===== config.mk =====
export PLATFORM = sky130hd
export DESIGN_NAME = code_block_segmentation_sizer
export DESIGN_NICKNAME = d
export VERILOG_FILES = /design/src/design/cbss_pkg.sv /design/src/design/cbss_div.sv /design/src/design/code_block_segmentation_sizer.sv
export SDC_FILE = /design/constraint.sdc
export NUM_CORES = 1
export LEC_CHECK = 0
export ABC_AREA = 1
export BUFFER_PORTS_ARGS = -buffer_cell sky130_fd_sc_hd__buf_2
export CORE_MARGIN = 10
export CORE_UTILIZATION = 32
export CTS_CLUSTER_SIZE = 12
export DETAILED_ROUTE_END_ITERATION = 12
export PLACE_DENSITY = 0.59
export SLEW_MARGIN = 20
export SYNTH_ARGS = -nofsm -noshare
export SYNTH_HDL_FRONTEND = slang
export SYNTH_SLANG_ARGS = --single-unit

===== constraint.sdc =====
create_clock -name clk -period 16.5 [get_ports clk]
set_input_delay 3.3 -clock clk [delete_from_list [all_inputs] [get_ports clk]]
set_output_delay 3.3 -clock clk [all_outputs]
set_load 0.02 [all_outputs]

===== src/design/cbss_pkg.sv =====
// Shared constants and divider handshake types for the code block segmentation sizer.
package cbss_pkg;

  localparam int SIZE_WIDTH  = 16;
  localparam int LIMIT_W     = 16;
  localparam int CODED_W     = 18;
  localparam int BLOCKS_W    = 11;
  localparam int FILLER_W    = 10;
  localparam int CFG_INDEX_W = 8;

  localparam int DIVQ_W   = SIZE_WIDTH;
  localparam int DIVR_W   = CODED_W;
  localparam int DIVCNT_W = $clog2(DIVQ_W + 1);

  localparam logic [LIMIT_W-1:0] MIN_LIMIT       = LIMIT_W'(64);
  localparam logic [LIMIT_W-1:0] CONV_LIMIT_RST  = LIMIT_W'(504);
  localparam logic [LIMIT_W-1:0] TURBO_LIMIT_RST = LIMIT_W'(5114);
  localparam logic [CODED_W-1:0] CONV_TAIL       = CODED_W'(16);
  localparam logic [CODED_W-1:0] TURBO_TAIL      = CODED_W'(12);

  // x / 3 == (x * RECIP3) >> 17, exact for every 16-bit x
  localparam logic [15:0] RECIP3 = 16'hAAAB;

  localparam logic [CFG_INDEX_W-1:0] REG_CONV_LIMIT  = CFG_INDEX_W'(0);
  localparam logic [CFG_INDEX_W-1:0] REG_TURBO_LIMIT = CFG_INDEX_W'(1);

  typedef struct packed {
    logic              start;
    logic [DIVQ_W-1:0] dividend;
    logic [DIVR_W-1:0] divisor;
  } div_req_t;

  typedef struct packed {
    logic              busy;
    logic              done;
    logic [DIVQ_W-1:0] quot;
    logic [DIVR_W-1:0] rem;
  } div_rsp_t;

endpackage


===== src/design/cbss_div.sv =====
// Restoring divider, one quotient bit per cycle.
module cbss_div
  import cbss_pkg::*;
(
  input  logic     clk,
  input  logic     rst,
  input  div_req_t req,
  output div_rsp_t rsp
);

  logic                busy;
  logic                done;
  logic [DIVCNT_W-1:0] cnt;
  logic [DIVQ_W-1:0]   quo;
  logic [DIVR_W-1:0]   rem;
  logic [DIVR_W-1:0]   dvsr;
  logic [DIVR_W:0]     trial;
  logic [DIVR_W:0]     diff;
  logic                fits;

  assign trial = {rem, quo[DIVQ_W-1]};
  assign fits  = trial >= {1'b0, dvsr};
  assign diff  = trial - {1'b0, dvsr};

  always_ff @(posedge clk) begin
    if (rst) begin
      busy <= 1'b0;
      done <= 1'b0;
      cnt  <= '0;
    end else begin
      done <= 1'b0;
      if (req.start) begin
        busy <= 1'b1;
        cnt  <= '0;
      end else if (busy) begin
        cnt <= cnt + DIVCNT_W'(1);
        if (cnt == DIVCNT_W'(DIVQ_W - 1)) begin
          busy <= 1'b0;
          done <= 1'b1;
        end
      end
    end
  end

  // datapath, no reset needed
  always_ff @(posedge clk) begin
    if (req.start) begin
      quo  <= req.dividend;
      rem  <= '0;
      dvsr <= req.divisor;
    end else if (busy) begin
      quo <= {quo[DIVQ_W-2:0], fits};
      rem <= fits ? diff[DIVR_W-1:0] : trial[DIVR_W-1:0];
    end
  end

  assign rsp.busy = busy;
  assign rsp.done = done;
  assign rsp.quot = quo;
  assign rsp.rem  = rem;

endmodule


===== src/design/code_block_segmentation_sizer.sv =====
// Top level: UMTS code block segmentation sizer with iterative divider sequencer.
// Encode: two divisions (k / Z, then k / blocks) after acceptance; a zero input skips both.
// Decode: one division and the estimate, then each pass of the fit search repeats the encode
// divisions and products, then the result register; no fit at the estimate skips the search.
// One transaction in flight; s_tready rises in the same cycle as the registered result's m_tvalid.
// Sync active-high rst: idle, no result pending, limits back to 504 / 5114.
module code_block_segmentation_sizer
  import cbss_pkg::*;
(
  input  logic                   clk,
  input  logic                   rst,
  // config write channel
  input  logic                   cfg_valid,
  output logic                   cfg_ready,
  input  logic [CFG_INDEX_W-1:0] cfg_index,
  input  logic [LIMIT_W-1:0]     cfg_data,
  // input stream
  input  logic                   s_tvalid,
  output logic                   s_tready,
  input  logic [15:0]            s_tdata,   // size_bits[15:0]
  input  logic [1:0]             s_tuser,   // func[0], use_turbo[1]
  // result stream
  output logic                   m_tvalid,
  input  logic                   m_tready,
  output logic [71:0]            m_tdata,   // info_bits[15:0], coded_bits[33:16],
                                            // block_count[44:34], block_size[60:45],
                                            // filler_bits[70:61], zero pad[71]
  output logic                   m_tuser    // no_fit
);

  typedef enum logic [3:0] {
    ST_IDLE,
    ST_DEC_C,     // start size / zout
    ST_DEC_EST,   // first guess of info count
    ST_SEG_START, // start k / Z
    ST_SEG_KS,    // latch blocks, start k / blocks
    ST_SEG_KDONE, // latch block size
    ST_SEG_PROD,  // filler and coded size
    ST_SEG_CHECK, // fit test, decrement in decode
    ST_DIV_WAIT,
    ST_OUT
  } state_t;

  state_t state;
  state_t ret;

  // config registers
  logic [LIMIT_W-1:0] conv_limit;
  logic [LIMIT_W-1:0] turbo_limit;

  // item context
  logic                  func_q;
  logic                  turbo_q;
  logic [SIZE_WIDTH-1:0] size_q;
  logic [LIMIT_W-1:0]    zeff;

  // working segmentation
  logic [SIZE_WIDTH-1:0] k;
  logic [BLOCKS_W-1:0]   blocks;
  logic [SIZE_WIDTH-1:0] ks;
  logic [FILLER_W-1:0]   fill;
  logic [CODED_W-1:0]    coded;
  logic                  nofit;

  div_req_t div_req;
  div_rsp_t div_rsp;

  cbss_div u_div (
    .clk (clk),
    .rst (rst),
    .req (div_req),
    .rsp (div_rsp)
  );

  // ---------------------------------------------------------------
  // Combinational helpers
  // ---------------------------------------------------------------
  logic [LIMIT_W-1:0]            lim_sel;
  logic [LIMIT_W-1:0]            zeff_in;
  logic [CODED_W-1:0]            zout;
  logic [SIZE_WIDTH-1:0]         q_ceil;
  logic [SIZE_WIDTH-1:0]         ctail;
  logic                          est_ok;
  logic [SIZE_WIDTH-1:0]         est_diff;
  logic [31:0]                   div3_prod;
  logic [CODED_W-1:0]            rate_k;
  logic [BLOCKS_W+SIZE_WIDTH-1:0] prod_fill;
  logic [BLOCKS_W+CODED_W-1:0]   prod_coded;
  logic [BLOCKS_W+SIZE_WIDTH-1:0] fill_full;

  assign lim_sel = s_tuser[1] ? turbo_limit : conv_limit;
  assign zeff_in = (lim_sel < MIN_LIMIT) ? MIN_LIMIT : lim_sel;

  // coded size of one full block: 3Z+12 or 2Z+16
  assign zout = turbo_q ? (CODED_W'(zeff) + (CODED_W'(zeff) << 1) + TURBO_TAIL)
                        : ((CODED_W'(zeff) << 1) + CONV_TAIL);

  // ceiling of the last quotient
  assign q_ceil = div_rsp.quot + SIZE_WIDTH'(div_rsp.rem != '0);

  // tail bits for c blocks: 12c or 16c (c is small, never overflows)
  assign ctail    = turbo_q ? ((q_ceil << 3) + (q_ceil << 2)) : (q_ceil << 4);
  assign est_ok   = size_q >= ctail;
  assign est_diff = size_q - ctail;

  // turbo estimate: est_diff / 3 by reciprocal multiply, quotient in bits [31:17]
  assign div3_prod = 32'(est_diff) * 32'(RECIP3);

  assign rate_k     = turbo_q ? (CODED_W'(ks) + (CODED_W'(ks) << 1) + TURBO_TAIL)
                              : ((CODED_W'(ks) << 1) + CONV_TAIL);
  assign prod_fill  = blocks * ks;
  assign prod_coded = blocks * rate_k;
  assign fill_full  = prod_fill - (BLOCKS_W+SIZE_WIDTH)'(k);

  // divider requests by state
  always_comb begin
    div_req.start    = 1'b0;
    div_req.dividend = k;
    div_req.divisor  = DIVR_W'(zeff);
    unique case (state)
      ST_DEC_C: begin
        div_req.start    = 1'b1;
        div_req.dividend = size_q;
        div_req.divisor  = zout;
      end
      ST_SEG_START: begin
        div_req.start    = (k != '0);
      end
      ST_SEG_KS: begin
        div_req.start    = 1'b1;
        div_req.divisor  = DIVR_W'(q_ceil);
      end
      default: begin
        div_req.start    = 1'b0;
      end
    endcase
  end

  assign cfg_ready = 1'b1;
  assign s_tready  = (state == ST_IDLE);

  // ---------------------------------------------------------------
  // Sequencer
  // ---------------------------------------------------------------
  always_ff @(posedge clk) begin
    if (rst) begin
      state       <= ST_IDLE;
      ret         <= ST_IDLE;
      m_tvalid    <= 1'b0;
      conv_limit  <= CONV_LIMIT_RST;
      turbo_limit <= TURBO_LIMIT_RST;
    end else begin
      if (cfg_valid && cfg_ready) begin
        unique case (cfg_index)
          REG_CONV_LIMIT:  conv_limit  <= cfg_data;
          REG_TURBO_LIMIT: turbo_limit <= cfg_data;
          default: ;
        endcase
      end

      // in ST_OUT the result register is reloaded below
      if (m_tvalid && m_tready && (state != ST_OUT)) m_tvalid <= 1'b0;

      unique case (state)
        ST_IDLE: begin
          if (s_tvalid && s_tready) begin
            func_q  <= s_tuser[0];
            turbo_q <= s_tuser[1];
            size_q  <= s_tdata[SIZE_WIDTH-1:0];
            zeff    <= zeff_in;
            k       <= s_tdata[SIZE_WIDTH-1:0];
            state   <= s_tuser[0] ? ST_DEC_C : ST_SEG_START;
          end
        end
        ST_DEC_C: begin
          ret   <= ST_DEC_EST;
          state <= ST_DIV_WAIT;
        end
        ST_DEC_EST: begin
          if (!est_ok) begin
            k     <= '0;
          end else if (turbo_q) begin
            k     <= SIZE_WIDTH'(div3_prod[31:17]);
          end else begin
            k     <= est_diff >> 1;
          end
          state <= ST_SEG_START;
        end
        ST_SEG_START: begin
          if (k == '0) begin
            // nothing to segment; in decode this means no fit
            blocks <= '0;
            ks     <= '0;
            fill   <= '0;
            coded  <= '0;
            nofit  <= func_q;
            state  <= ST_OUT;
          end else begin
            nofit <= 1'b0;
            ret   <= ST_SEG_KS;
            state <= ST_DIV_WAIT;
          end
        end
        ST_SEG_KS: begin
          blocks <= q_ceil[BLOCKS_W-1:0];
          ret    <= ST_SEG_KDONE;
          state  <= ST_DIV_WAIT;
        end
        ST_SEG_KDONE: begin
          ks    <= q_ceil;
          state <= ST_SEG_PROD;
        end
        ST_SEG_PROD: begin
          fill  <= fill_full[FILLER_W-1:0];
          coded <= prod_coded[CODED_W-1:0];
          state <= ST_SEG_CHECK;
        end
        ST_SEG_CHECK: begin
          if (func_q && (coded > CODED_W'(size_q))) begin
            k     <= k - SIZE_WIDTH'(1);
            state <= ST_SEG_START;
          end else begin
            state <= ST_OUT;
          end
        end
        ST_DIV_WAIT: begin
          if (div_rsp.done) state <= ret;
        end
        ST_OUT: begin
          if (!m_tvalid || m_tready) begin
            m_tvalid <= 1'b1;
            m_tdata  <= {1'b0, fill, ks, blocks, coded, k};
            m_tuser  <= nofit;
            state    <= ST_IDLE;
          end
        end
        default: state <= ST_IDLE;
      endcase
    end
  end

  // ---------------------------------------------------------------
  // Checks
  // ---------------------------------------------------------------
  a_nofit_zero: assert property (@(posedge clk) disable iff (rst)
    m_tvalid && m_tuser |-> m_tdata == '0)
    else $error("no_fit result with nonzero counts");

  a_fill_lt_blocks: assert property (@(posedge clk) disable iff (rst)
    m_tvalid && (m_tdata[44:34] != '0) |-> m_tdata[70:61] < m_tdata[44:34])
    else $error("filler not below block count");

  a_div_free: assert property (@(posedge clk) disable iff (rst)
    div_req.start |-> !div_rsp.busy)
    else $error("divider started while busy");

  a_div_wait_done: assert property (@(posedge clk) disable iff (rst)
    (state == ST_DIV_WAIT) && !div_rsp.busy |-> div_rsp.done)
    else $error("waiting on an idle divider");

  a_accept_leaves_idle: assert property (@(posedge clk) disable iff (rst)
    s_tvalid && s_tready |=> state != ST_IDLE)
    else $error("accepted transaction not started");

endmodule

Word level (Yosys, flattened, before mapping):

Index checks and enable logic that the tools add are counted.

* flip-flop bits (word level): 278
* output and inout bits: 76
* word-level logic and storage cells: 133

* $add $sub $neg: 13
* multiply operators: 3
* magnitude comparators: 4
* equal/unequal tests: 18
* multiplexer cells: 39
* bitwise operators: 2
* reductions and logical operators: 31

Operator list (number)
* 16-bit two-way mux: 8
* 18-bit two-way mux: 4
* 18-bit one-hot mux with 2 select lines: 2
* 16-bit one-hot mux with 3 select lines: 1
* 16-bit by 17-bit adder with 18-bit output: 2
* 17-bit by 5-bit adder with 18-bit output, second input constant: 2
* 18-bit by 4-bit adder with 18-bit output, second input constant: 2
* 4-bit one-hot mux with 9 select lines: 1
* 16-bit by 16-bit multiplier with 32-bit output, second input constant: 1
* 16-bit one-hot mux with 2 select lines: 1
* 15-bit two-way mux: 2
* 11-bit one-hot mux with 2 select lines: 1
* 4-bit two-way mux: 5
* 10-bit one-hot mux with 2 select lines: 1
* 19-bit by 18-bit >= comparator with 1-bit output: 1
* 18-bit by 16-bit > comparator with 1-bit output: 1
* 11-bit by 18-bit multiplier with 18-bit output: 1
* 3-bit AND reduction: 6
* 18-bit nonzero test: 1
* 18-bit subtractor: 1
* 16-bit by 1-bit adder with 16-bit output: 1
* 16-bit adder: 1
* 4-bit by 3-bit == test with 1-bit output, second input constant: 4
* 16-bit >= comparator: 1
* other kinds (34): 59

Depth between registers and ports, before layout:

Gate-level depths: netlist of the first run.

* depth in word-level cells: 9
* gate-level depth with buffers: 58
* gate-level depth less buffers: 58

Cells and area by module:

From an unflattened synthesis of the first run, not the netlist that was laid out.

* cells, all modules: 3296
* area, all modules: 27131.0 µm²

By module, submodules not included
* code_block_segmentation_sizer: times used 1, cells each 2830, area each 23600.1 µm², seq. area each 6145.9 µm²
* cbss_div: times used 1, cells each 466, area each 3530.9 µm², seq. area each 1521.5 µm²

Worst setup path before layout of the first run:

Ideal clock, no wire load.

* path type: input-to-reg
* from: input rst
* to: register m_tdata[0] (enable)
* setup time: 590 ps
* arrival time: 8432 ps
* required time: 15910 ps
* slack: 7477 ps
* stages on the path: 2
* buffers on the path: 1
* path through: clkbuf_1 -> nor3_1

* cells in the longest elaborated chain, start to end: 2

RTL lines
* start, declared: line code_block_segmentation_sizer.sv:11 `input logic rst,`
* 1-bit NOT (no line)
* 3-bit AND reduction (no line)
* end signal, assigned: line code_block_segmentation_sizer.sv:232 `m_tdata <= {1'b0, fill, ks, blocks, coded, k};`
* end, declared: line code_block_segmentation_sizer.sv:25 `output logic [71:0] m_tdata,`

No other way between the ends.
A chain may end at the register's enable or synchronous reset.

Final worst setup path of the first run:

* from: register u_div.rem[5]
* to: register k[11] (data pin)

* cells in the longest elaborated chain, start to end: 9
* elaborated cells on any way between the ends: 10
* those cells by class: add/sub (3); mul (1); order compare (1); mux (4); reduce/logical (1)

RTL lines
* start, declared: line cbss_div.sv:15 `logic [DIVR_W-1:0] rem;`
* start signal, assigned: line cbss_div.sv:53 `rem <= fits ? diff[DIVR_W-1:0] : trial[DIVR_W-1:0];`
* 18-bit nonzero test *: line code_block_segmentation_sizer.sv:99 `assign q_ceil = div_rsp.quot + SIZE_WIDTH'(div_rsp.rem != '0);`
* 16-bit by 1-bit adder with 16-bit output *: line code_block_segmentation_sizer.sv:99
* 16-bit adder: line code_block_segmentation_sizer.sv:102 `assign ctail = turbo_q ? ((q_ceil << 3) + (q_ceil << 2)) : (q_ceil << 4);`
* 16-bit two-way mux *: line code_block_segmentation_sizer.sv:102
* 16-bit subtractor: line code_block_segmentation_sizer.sv:104 `assign est_diff = size_q - ctail;`
* 16-bit by 16-bit multiplier with 32-bit output: line code_block_segmentation_sizer.sv:107 `assign div3_prod = 32'(est_diff) * 32'(RECIP3);`
* 15-bit two-way mux: line code_block_segmentation_sizer.sv:182 `end else if (turbo_q) begin`
* 15-bit two-way mux *: line code_block_segmentation_sizer.sv:180 `if (!est_ok) begin`
* 16-bit one-hot mux with 3 select lines *: line code_block_segmentation_sizer.sv:164 `unique case (state)`
* end signal, assigned: line code_block_segmentation_sizer.sv:171 `k <= s_tdata[SIZE_WIDTH-1:0];`
* end signal, assigned: line code_block_segmentation_sizer.sv:183 `k <= SIZE_WIDTH'(div3_prod[31:17]);`
* end signal, assigned: line code_block_segmentation_sizer.sv:185 `k <= est_diff >> 1;`
* end, declared: line code_block_segmentation_sizer.sv:58 `logic [SIZE_WIDTH-1:0] k;`

Every way passes the cells marked *; elsewhere a longest branch is shown, timed or not.

==> flow_summary.yaml, run 1 <==
status:
  status: "completed"
sta:
  finClkSkew_ns: 0.0275
  finalCritPeriodShare: 0.616
  maxSlewViolCount: 0
  worstMarginPinSlew_ns: 1.04
  fin_tns_setup_ns: 0
  setup_violations: 0
  hold_violations: 0
  fmax_mhz: 98.4
  period_minus_slack_ns: 10.17
  slew_headroom: 0.304
  rsz0062_at_grt: "false"
floorplan:
  chipWidth_um: 310
  dieArea_um2: 95800
  io_pins: 123
  initial_core_util: 0.321
  rows: 106
  core-area_um2: 83400
  chipHeight_um: 310
routing:
  drtAntennaViolNets: 0
  wl_per_cell_um: 18.3
  drc: 0
  via_per_inst: 4.91
  vias: 21713
  wl_mm: 81.1
  first_pass_iters: 5
  dr.first_iter.drc_count: 1611
placed_design:
  numPortBuffers: 120
  gp_congestion: 0.961
  post-dp-hpwl_mm: 66.0
clock_network:
  cts_tree: "built"
  insertion_delay_ns: 0.57
  cts_resized: 0
  clkTransAtPathRegs_ns: 0.06
  clock_path_buffers: 3
  cts-root-buf: "clkbuf_16"
  clkSinkCount: 277
  post-cts-setup-buffers: 0
  cts_made_buffers: 35
  htreeDepth: 2
  cts_hold_buf: 0
worst_hold_path:
  min_delay_worst_endpoint: "m_tdata[62]"
  hold_start: "fill[1]"
  holdPathStages: 0
  hold_class: "reg2reg"
global_routing:
  first_global_vias: 21786
  grt_pass1_wl_mm: 127
  antenna_found_initial: 2
  grt_usage: 0.170
  grt_max_degree: 72
  overflow: 0
worst_setup_path:
  cp_slowest_stage_delay_ns: 0.56
  critPathRequiredTime_ns: 16.81
  crit_fanout: 6
  worst_ep_arrival_time_ns: 10.47
  r2r-start: "u_div.rem[5]"
  endpoint_kind: "flip-flop"
  reg2reg_slack_ns: 6.33
  cp_slowest_cell: "fa_1"
  startpoint: "u_div.rem[5]"
  cp-start-kind: "flip-flop"
  worstSetupPathType: "reg2reg"
  crit_buf_inv: 13
  path_delay_family: "adder cells"
  reg2reg_depth: 56
  reg2reg_to: "k[11]"
  crit_top_cell: "inv_1"
synth:
  synthMuxAreaShare: 0
  synth_xor_area_frac: 0.0329
  yosys-top-cells-area: "edfxtp_1, fa_1, ha_1"
  synth_top_cell_by_area: "edfxtp_1"
  synthAdderAreaFrac: 0.306
  synth_cell_types: 57
  synth-main-ff-cell: "edfxtp_1"
  synth_top_family_by_area: "adder cells"
  ys_seq_area_frac: 0.286
  avgSynthCellArea_um2: 8.35
  async_flop_share: 0
  synth-compound-area-share: 0.106
  synth_top_area_frac: 0.237
  synth-seq-cells: 277
  yosys_warnings: 0
  syn-num-nets: 3787
  synth_most_common_cell: "inv_1"
  synth_area_um2: 26800
  synthTopCellsByCount: "inv_1, nand2_1, ha_1"
  synth_edf_count: 212
  synth-simple-area-share: 0.169
  postSynthCellCount: 3211
final_layout:
  nNetsFinal: 3894
  n_fill_cell: 8550
  drive_above_1_share: 0.0691
  multi_input_comb_area_um2: 16500
  area_growth_pct: 11.1
  n_antenna_cell: 0
  seqCellArea_um2: 7670
run:
  maxCapViolations: 0
## metrics by stage
stage                     utilization  worst slack (ns)  instance area [um^2]  cells  hold WS [ns]
after CTS                       0.357              6.37                 29800   4424         0.414
after detailed placement        0.344              6.43                 28700   4361         0.407
final                           0.357              6.33                 29800   4424         0.414
after global routing            0.357              5.44                 29800   4424         0.418
after floorplan                     -              7.48                 26800   3211         0.400
after global placement          0.344              6.61                 28700   4361         0.404
## cells by family (layout without fill, tap and decap cells)
kind of cell / after synthesis / after routing
AO/OA/AOI/OAI: 502 / 502
XOR/XNOR: 100 / 100
adder cells (fa/ha/maj): 529 / 529
buffers and inverters: 716 / 849
flip-flops: 277 / 277
other: 2 / 2
AND/OR/NAND/NOR: 1085 / 1085
## worst max path at each step
stage	to	slack, ns	cells past startpoint
final	k[11]	6.33	56
after detailed placement	k[11]	6.43	56
after floorplan	m_tdata[0]	7.48	2
after global routing	k[11]	5.44	56
after CTS	k[11]	6.37	56
after global placement	k[11]	6.61	56
## metal layers
layer	global-route usage	vias up	wire (um)	share of wire
met2	0.282	596	37300	0.46
met3	0.0278	121	4860	0.060
met1	0.223	10364	36100	0.44
li1	-	10630	-	-
met4	0.0583	2	2890	0.036
met5	0	-	13	0.00016
## cell usage in the layout, fill, tap and decap left out, drive strengths merged, types with 10 or more instances in the layout
cell / Yosys / final
xor2: 72 / 72
clkbuf: 58 / 40
edfxtp: 212 / 212
o21ai: 196 / 196
o22ai: 10 / 10
nand3: 133 / 133
nor3: 28 / 28
a31oi: 13 / 13
inv: 639 / 641
nor2: 258 / 258
nand4: 25 / 25
nor4: 16 / 16
fa: 210 / 210
or2: 14 / 14
clkinv: 6 / 22
o211ai: 20 / 20
buf: 13 / 141
ha: 319 / 319
nand2: 601 / 601
dfxtp: 65 / 65
xnor2: 28 / 28
a21oi: 188 / 188
## worst reg2reg max path, delay by kind of cell (launching register included)
kind	cells	cell delay [ns]
adders and majority gates	10	3.86
DFF	1	0.33
AOI/OAI and AO/OA	8	1.62
buffers and inverters	13	0.78
and+or+nand+nor	25	3.30
## registers in the layout, indices dropped and copies added, names as in the netlist, 11 cells and up
signal       flops
blocks          11
coded           18
conv_limit      16
k               16
ks              16
m_tdata         71
size_q          16
turbo_limit     16
u_div.dvsr      18
u_div.quo       16
u_div.rem       18
zeff            16
## layout make-up
cell class / instances / share of cell area
clock buffer: 40 / 0.0300
clock inverter: 23 / 0.00727
multi-input combinational: 2218 / 0.553
timing repair buffer: 141 / 0.0255
tap: 1080 / 0.0454
inverter: 645 / 0.0813
sequential: 277 / 0.257
Power of run 1 is left out: the tool's default activity adds up to more than one toggle a clock period on the data nets, which glitch-free logic cannot reach.
==> run 2: changes to the inputs <==
clock period = 9.38 ns   (was 16.5 ns; I/O delays follow)
==> flow_summary.yaml, run 2 (synthesized netlist as in run 1, its figures left out) <==
floorplan:
  io_pins: 123
  initial_core_util: 0.321
  chipWidth_um: 310
  core-area_um2: 83400
  chipHeight_um: 310
  dieArea_um2: 95800
  rows: 106
worst_setup_path:
  cp_slowest_stage_delay_ns: 0.53
  endpoint_kind: "flip-flop"
  startpoint: "u_div.rem[2]"
  worst_ep_arrival_time_ns: 9.26
  cp_slowest_cell: "fa_1"
  reg2reg_to: "k[11]"
  crit_top_cell: "inv_1"
  cp-start-kind: "flip-flop"
  r2r-start: "u_div.rem[2]"
  critPathRequiredTime_ns: 9.68
  endpoint: "k[11]"
  crit_fanout: 5
  reg2reg_slack_ns: 0.42
  worstSetupPathType: "reg2reg"
  reg2reg_depth: 51
sta:
  finalWorstSetupSlack_ns: 0.420
  finalCritPeriodShare: 0.955
  maxSlewViolCount: 0
  finClkSkew_ns: 0.0319
  worstMarginPinSlew_ns: 1.06
  fin_tns_setup_ns: 0
  hold_violations: 0
  period_minus_slack_ns: 8.96
  slew_headroom: 0.289
  setup_violations: 0
  fmax_mhz: 112
final_layout:
  final_core_util: 0.367
  largest_reg_flops: 71
  largest_register: "m_tdata"
  mostFrequentLayoutCell: "inv_1"
  nNetsFinal: 3949
  layout_common_cells: "inv_1, nand2_1, ha_1"
  drive_above_1_share: 0.104
  area_growth_pct: 14.0
clock_network:
  cts_made_buffers: 34
  clock_path_buffers: 3
  cts-root-buf: "clkbuf_16"
  clkSinkCount: 277
  cts_tree: "built"
  htreeDepth: 2
  clkTransAtPathRegs_ns: 0.06
  insertion_delay_ns: 0.57
  cts_hold_buf: 0
global_routing:
  first_global_vias: 21829
  grt_max_degree: 64
  antenna_found_initial: 3
  overflow: 0
  grt_pass1_wl_mm: 128
  grt_usage: 0.172
placed_design:
  numPortBuffers: 120
  post-place-ws_ns: -0.0704
  gp_congestion: 0.974
  post-dp-hpwl_mm: 66.3
routing:
  drc: 0
  drtAntennaViolNets: 0
  vias: 22085
  via_per_inst: 4.93
  first_pass_iters: 5
  dr.first_iter.drc_count: 1610
  wl_per_cell_um: 18.4
  wl_mm: 82.3
worst_hold_path:
  hold_class: "reg2reg"
run:
  maxCapViolations: 0
status:
  status: "completed"
-- run 2: area by class of cell --
| type | count | area [um^2] |
|---|---|---|
| fill | 8533 | 52800 |
| multi-input combinational | 2218 | 16900 |
| sequential | 277 | 7670 |
| inverter | 645 | 2420 |
| tap | 1080 | 1350 |
| timing repair buffer | 197 | 1190 |
| clock buffer | 41 | 908 |
| clock inverter | 20 | 145 |
| antenna | 1 | 2.50 |
-- run 2: what timing repair did --
| action | in CTS | in global routing |
|---|---|---|
| setup endpoints to repair | 3 | 15 |
| buffers inserted | 1 | 10 |
| resized for setup | 1 | 90 |
| pin swaps | 1 | 35 |
-- run 2: routing by layer --
metal | global-route usage | wire length, um
met3 | 0.0256 | 5020
met2 | 0.284 | 38100
met1 | 0.229 | 36800
met5 | 0 | 0
met4 | 0.0510 | 2390
-- run 2: per-stage QoR --
step                hold slack, ns  instance area (um^2)  cells
finish                       0.419                 30600   4479
global route                 0.427                 30600   4478
CTS                          0.418                 30100   4468
detailed placement           0.405                 29000   4406
global placement             0.405                 29000   4406
floorplan                    0.400                 26800   3211
-- run 2: worst min path at each step --
stage | depth (start not counted) | start | slack (ns) | end
finish | 0 | fill[2] | 0.42 | m_tdata[63]
global route | 0 | fill[4] | 0.43 | m_tdata[65]
CTS | 0 | fill[2] | 0.42 | m_tdata[63]
detailed placement | 0 | fill[1] | 0.40 | m_tdata[62]
global placement | 0 | fill[7] | 0.40 | m_tdata[68]
floorplan | 0 | fill[0] | 0.40 | m_tdata[61]
-- run 2: worst max-delay path: cells and delay by family, from the launching register on --
family / cells / cell delay (ns)
adders and majority gates: 9 / 3.59
xor gates and xnor gates: 1 / 0.14
DFF: 1 / 0.33
and+or+nand+nor: 23 / 2.67
AOI/OAI and AO/OA: 9 / 1.37
buffers and inverters: 9 / 0.59
Power of run 2 is left out for the same reason.
